<file path="src/sv/lwm_pkg.sv">
`timescale 1ns / 1ps

package lwm_pkg;

	typedef struct packed {
		logic signed [30:0] latitude;
		logic signed [31:0] longitude;
	} point_t;

	typedef struct packed {
		logic signed [31:0] x_cm;
		logic signed [31:0] y_cm;
		logic               out_of_range;
	} merc_t;

	localparam logic [63:0] PI_Q60   = 64'h3243F6A8885A308D;
	localparam logic [63:0] LN2_Q60  = 64'h0B17217F7D1CF79B;
	localparam logic [63:0] HALF_Q60 = 64'h0800000000000000;
	localparam logic [63:0] QPI_Q60  = PI_Q60 >> 2;
	localparam logic [63:0] R_CM     = 64'd637813700;

	localparam logic signed [30:0] LAT_LIMIT = 31'sd850511000;
	localparam logic signed [31:0] LON_LIMIT = 32'sd1800000000;

	localparam logic [63:0] DEG_DIV = 64'd3600000000;
	localparam logic [63:0] RAD_Q   = PI_Q60 / DEG_DIV;
	localparam logic [63:0] RAD_R   = PI_Q60 % DEG_DIV;
	// degree (1e-7) to half-angle radian factor, Q60 scaled by 2^30
	localparam logic [63:0] RAD_F   = (RAD_Q << 30) + ((RAD_R << 30) / DEG_DIV);
	localparam logic [63:0] RAD_F2  = RAD_F << 1;
	localparam logic [63:0] F_HI    = RAD_F >> 32;
	localparam logic [63:0] F_LO    = RAD_F & 64'hFFFFFFFF;
	localparam logic [63:0] F2_HI   = RAD_F2 >> 32;
	localparam logic [63:0] F2_LO   = RAD_F2 & 64'hFFFFFFFF;

	function automatic logic [63:0] div_odd(input logic [63:0] v, input int k);
		logic [63:0] r;
		case (k)
			1: r = v / 3;
			2: r = v / 5;
			3: r = v / 7;
			4: r = v / 9;
			5: r = v / 11;
			6: r = v / 13;
			7: r = v / 15;
			8: r = v / 17;
			9: r = v / 19;
			10: r = v / 21;
			11: r = v / 23;
			12: r = v / 25;
			13: r = v / 27;
			14: r = v / 29;
			15: r = v / 31;
			16: r = v / 33;
			17: r = v / 35;
			18: r = v / 37;
			19: r = v / 39;
			20: r = v / 41;
			21: r = v / 43;
			22: r = v / 45;
			23: r = v / 47;
			24: r = v / 49;
			25: r = v / 51;
			26: r = v / 53;
			27: r = v / 55;
			28: r = v / 57;
			29: r = v / 59;
			default: r = v;
		endcase
		return r;
	endfunction

	// truncated power series, atan when alt is set, atanh otherwise
	function automatic logic [63:0] series(input int i, input bit alt);
		logic [63:0] s;
		logic [63:0] term;
		int e;
		s = '0;
		for (int k = 0; k < 31; k++) begin
			e = i * (2 * k + 1);
			if (e <= 60) begin
				term = div_odd(64'd1 << (60 - e), k);
				if (alt && k[0]) s = s - term;
				else s = s + term;
			end
		end
		return s;
	endfunction

	function automatic logic [63:0] atan_entry(input int i);
		logic [63:0] r;
		if (i == 0) r = QPI_Q60;
		else r = series(i, 1'b1);
		return r;
	endfunction

	function automatic logic [63:0] atanh_entry(input int i);
		logic [63:0] r;
		if (i == 0) r = '0;
		else r = series(i, 1'b0);
		return r;
	endfunction

	function automatic int hyp_count(input int steps);
		int n;
		n = steps;
		if (steps >= 4) n++;
		if (steps >= 13) n++;
		if (steps >= 40) n++;
		return n;
	endfunction

	// shift index of hyperbolic stage k, with steps 4, 13 and 40 repeated
	function automatic int hyp_shift(input int k);
		int n;
		int r;
		n = 0;
		r = 64;
		for (int i = 1; i <= 64; i++) begin
			if (n == k && r == 64) r = i;
			n++;
			if (i == 4 || i == 13 || i == 40) begin
				if (n == k && r == 64) r = i;
				n++;
			end
		end
		return r;
	endfunction

endpackage

</file>
<file path="src/sv/lwm_to_cm.sv">
`timescale 1ns / 1ps

module lwm_to_cm
	import lwm_pkg::*;
(
	input  logic        clk,
	input  logic        en,
	input  logic [63:0] v,
	output logic [31:0] cm
);

	logic        n_s1, n_s2;
	logic [35:0] m32_s1;
	logic [63:0] prod_s2;
	logic [31:0] cm_s3;
	logic [63:0] mag;
	logic [63:0] rnd;
	logic [31:0] cmag;

	assign mag  = v[63] ? (64'd0 - v) : v;
	assign rnd  = mag + (64'd1 << 27);
	assign cmag = 32'((prod_s2 + (64'd1 << 31)) >> 32);

	always_ff @(posedge clk) begin
		if (en) begin
			n_s1    <= v[63];
			m32_s1  <= rnd[63:28];
			n_s2    <= n_s1;
			prod_s2 <= 64'({28'd0, m32_s1} * R_CM);
			cm_s3   <= n_s2 ? (32'd0 - cmag) : cmag;
		end
	end

	assign cm = cm_s3;

endmodule

</file>
<file path="config.mk">
export PLATFORM = sky130hd
export DESIGN_NAME = lwm_to_cm
export DESIGN_NICKNAME = d
export VERILOG_FILES = /design/src/sv/lwm_pkg.sv /design/src/sv/lwm_to_cm.sv
export SDC_FILE = /design/constraint.sdc
export NUM_CORES = 1
export LEC_CHECK = 0
export ABC_AREA = 1
export BUFFER_PORTS_ARGS = -buffer_cell sky130_fd_sc_hd__buf_4
export CORE_UTILIZATION = 59
export CTS_CLUSTER_DIAMETER = 50
export DETAILED_ROUTE_END_ITERATION = 7
export PLACE_DENSITY = 0.8
export RECOVER_POWER = 25
export SYNTH_ARGS = -nofsm -noshare
export SYNTH_HDL_FRONTEND = slang
export SYNTH_SLANG_ARGS = --single-unit
</file>
<file path="constraint.sdc">
create_clock -name clk -period 5.8 [get_ports clk]
set_input_delay 0.58 -clock clk [delete_from_list [all_inputs] [get_ports clk]]
set_output_delay 0.58 -clock clk [all_outputs]
set_load 0.05 [all_outputs]
</file>
======== Word level (Yosys, flattened, before mapping) ========
Cells that the tools add are included.
storage, ports and cells
  flip-flop bits (word level) ............. 132
  bits of input ports ..................... 66
  output and inout port bits .............. 32
  logic and storage cells ................. 12
operators by class
  $add $sub $neg .......................... 4
  multipliers ............................. 1
  multiplexer cells ....................... 2
operators by type and width
  kind                                                                    number
  64-bit by 28-bit adder with 64-bit output (second input constant)       1
  64-bit by 32-bit adder with 64-bit output (second input constant)       1
  64-bit 2-to-1 mux                                                       1
  1-bit by 64-bit subtractor with 64-bit output (first input constant)    1
  36-bit by 28-bit multiplier with 62-bit output (second input constant)  1
  32-bit 2-to-1 mux                                                       1
  1-bit by 32-bit subtractor with 32-bit output (first input constant)    1

======== Logic depth before layout (Yosys ltp) ========
  depth after elaboration ................. 3
  mapped depth ............................ 25
  depth with buffers taken out ............ 25

======== Least setup slack after synthesis ========
Ideal clock, no wire load.
  path type ............................... register -> register
  start point ............................. reg m32_s1[6]
  end point ............................... reg prod_s2[59], data pin
  setup time .............................. 252 ps
  arrival time ............................ 5153 ps
  required time ........................... 5548 ps
  slack ................................... 395 ps
  cell stages (with the launch flop) ...... 22
  buffers on the path ..................... 0
  period minus slack after synthesis ...... 5405 ps
  path through ............................ edfxtp_1 -> ha_1 -> ha_1 -> fa_1 -> fa_1 -> fa_1 -> fa_1 -> inv_1 -> fa_1 -> inv_1 -> ha_1 -> a21oi_1 -> inv_1 -> a21oi_1 -> a21boi_0 -> nor2_1 -> nor2_1 -> o21ai_0 -> nand2_1 -> nand2_1 -> nand2_1 -> nand2_1
between the ends
  word-level cells in the longest chain between the ends .. 1
RTL lines
  element                                         RTL line         RTL
  start: declaration                              lwm_to_cm.sv:13  logic [35:0] m32_s1;
  start signal: assignment                        lwm_to_cm.sv:27  m32_s1 <= rnd[63:28];
  36-bit by 28-bit multiplier with 62-bit output  lwm_to_cm.sv:29  prod_s2 <= 64'({28'd0, m32_s1} * R_CM);
  end signal: assignment                          lwm_to_cm.sv:29
  end: declaration                                lwm_to_cm.sv:14  logic [63:0] prod_s2;
No other way between the ends.
A chain may end at the register's enable or synchronous reset.

======== Worst setup path after layout ========
  start point ............................. reg m32_s1[19]
  end point ............................... reg prod_s2[61], data pin
The elaborated chain is that of the path after synthesis.

==> run metrics <==
initial antenna violation count=0; GR Overflow Total=0; # setup viols final=0; 1st-pass router iterations=8; Compound-Gate Fraction of Synth Area=0.0550; share of cells above drive strength 1=0.160; r2r setup slk=70 ps; Post-Synthesis Cells=2700; hold buffers post-CTS=0; Detailed Route Iter0 Violations=785; Synth warnings=0; startpoint types=register; most frequent cells in the layout=inv_1 (600), nand2_1 (541), ha_1 (332), nor2_1 (245), fa_1 (230); Final period util=0.989; Avg Vias per Cell=5.43; I/O Pins=98; first-pass GRT wire length=96.4 mm; H-tree levels=3; Die ar.=37100 sq um; commonest non-fill, non-tap cell in the layout=inv_1; DR WL/cell=18.4 um; RSZ-0062 raised after global routing=yes; Final #Nets=3616; clk slew on worst S/H paths=80 ps; routability congestion estimate=0.970; Clock Skews=21.8 ps; largest family of logic cells by synthesized area=adder cells; CP arrival=5840 ps; PortBufs=97; Worst path slowest cell=fa_1; total wire length=63.0 mm; worst-case reg-to-reg path depth=20; Slew headroom=-0.765; syn_area_per_cell=7.95 sq um; Cell Area, Synth=21500 sq um; Synth Area in XOR/XNOR=0.0398; synthesized flop and latch total=103; CTS tree=yes; Top FF cell, synth=edfxtp_1; Synth Net Count=3359; Max Clk Rate=174 MHz; fraction of the mapped netlist area in simple logic gates=0.223; final hold vios=0; Die Span Y=193 um; worst hold path class=reg -> reg; Core Area=35700 sq um; post-layout util=0.695; post-synth top area share=0.221; Num Clock Sinks=103; worst r2r dst=prod_s2[61]; drc violations=12; Slew @ Worst Pin=2650 ps; # rows=69; Vias=18600; root buffer cell=clkbuf_16; sum of buffers and inverters on the critical path=3; mux contribution to synthesized area=0; Adder-Cell Fraction of Synth Area=0.429; Slew Limit Fails=93; Skew-Pair Late Insertion Delay=380 ps; failing checks=DRC, capacitance limit, slew limit; Synth-to-Final Area Change=15.6%; most numerous cell on the critical path=fa_1; CP Capture Point=prod_s2[61]; CTS buffer count=9; DRT antenna net count=0; Cells after DPL=3376; crit path launch=m32_s1[19]; delay-heaviest family, CP=adder cells; GRT Resource Usage Total=0.342; DP Wirelength=54.2 mm; area leader, netlist=fa_1; DIE WIDTH=193 um; Clock Path Buffers=2; Worst path max stage delay=550 ps; class of the most critical setup path=reg -> reg; Post-synth EDFFs=103; worst reg2reg startpoint=m32_s1[19]; Max Cap Viol=2; min cycle time layout=5730 ps; count of cell types in the netlist=48; post-synthesis sequential area ratio=0.144; Initial Util=0.602; Max FO, Critical Path=4; synth top area cells=fa_1 (22%), ha_1 (21%), edfxtp_1 (14%); largest net degree at the start of global routing=72; outcome=finished, violations left; WP depth=20; final cell count without fillers=3423; fraction of registers with async set/reset=0; worst endpoint required time=5910 ps; cells along the critical path=ha_1, ha_1, fa_1, fa_1, inv_1, fa_1, fa_1, fa_1, inv_1, ha_1, nand2_1, nand2_1, a31oi_2, buf_4, o21ai_2, a21oi_2, nor2_1, nor2_1, o21ai_0, xor2_1; number of antenna diodes=0; number of global-route vias before repair=19200; Crit. End Element=register
==> registers in the layout, summed over array words and instances, names as in the netlist <==
name	count
m32_s1	36
prod_s2	33
n_s2	1
cm	32
n_s1	1
==> final cells by class <==
type | count | area, sq um
clock buffers | 9 | 225
inverters | 609 | 2290
repair buffers | 255 | 1880
multi-input cells | 1979 | 16700
clock inverters | 7 | 55.1
fillers | 2853 | 10900
flip-flops and latches | 103 | 3090
well taps | 461 | 577
==> worst min path at each step <==
stage	start	endpoint	slack [ps]	cells past startpoint
after global placement	n_s1	n_s2	530	0
after detailed placement	n_s1	n_s2	520	0
after floorplan	n_s1	n_s2	400	0
final	n_s1	n_s2	540	0
after CTS	n_s1	n_s2	530	0
after global routing	n_s1	n_s2	560	0
==> metal layers <==
layer | track usage | up-vias | share of wire
met4 | 0.189 | 0 | 0.061
met2 | 0.633 | 580 | 0.51
met5 | 0 | - | 0
li1 | - | 8967 | -
met3 | 0.0356 | 186 | 0.048
met1 | 0.381 | 8841 | 0.38
==> cell families (layout without fill, tap and decap cells) <==
group | after synthesis | after routing
XOR/XNOR | 94 | 94
AND/OR/NAND/NOR | 1085 | 1085
AO/OA/AOI/OAI | 207 | 207
flip-flops | 103 | 103
adder cells (fa/ha/maj) | 593 | 593
buffers and inverters | 618 | 880
==> Yosys cell counts (all sizes together), types with 2 or more instances <==
library cell,instances
a21o,4
a21boi,2
o21ai,67
a21oi,83
clkbuf,2
nand3b,22
o211ai,4
a31oi,23
nand2,580
ha,356
and2,4
edfxtp,103
a211oi,2
and3,3
o21a,6
inv,609
o21bai,10
nand4,22
nor3,28
nor2,317
fa,237
nor4,2
xor2,63
buf,7
o31ai,3
nand3,106
xnor2,31
==> repair_timing <==
| item | in CTS | in global routing |
|---|---|---|
| setup endpoints to repair | 19 | 29 |
| resized for setup | 21 | 155 |
| setup buffers | 7 | 24 |
| pin swaps | 0 | 33 |
==> through the flow <==
step / TNS, ps / instance area (sq um) / hold slack, ps / worst slack [ps]
after floorplan: 0 / 21500 / 400 / 395
after global placement: -1380 / 23700 / 525 / -368
after detailed placement: -2360 / 23700 / 521 / -501
after CTS: 0 / 24100 / 533 / 11.6
after global routing: -513 / 24800 / 564 / -81.1
final: 0 / 24800 / 539 / 66.7
Power is left out: the tool's default activity adds up to more than one toggle a clock period on the data nets, which glitch-free logic cannot reach.
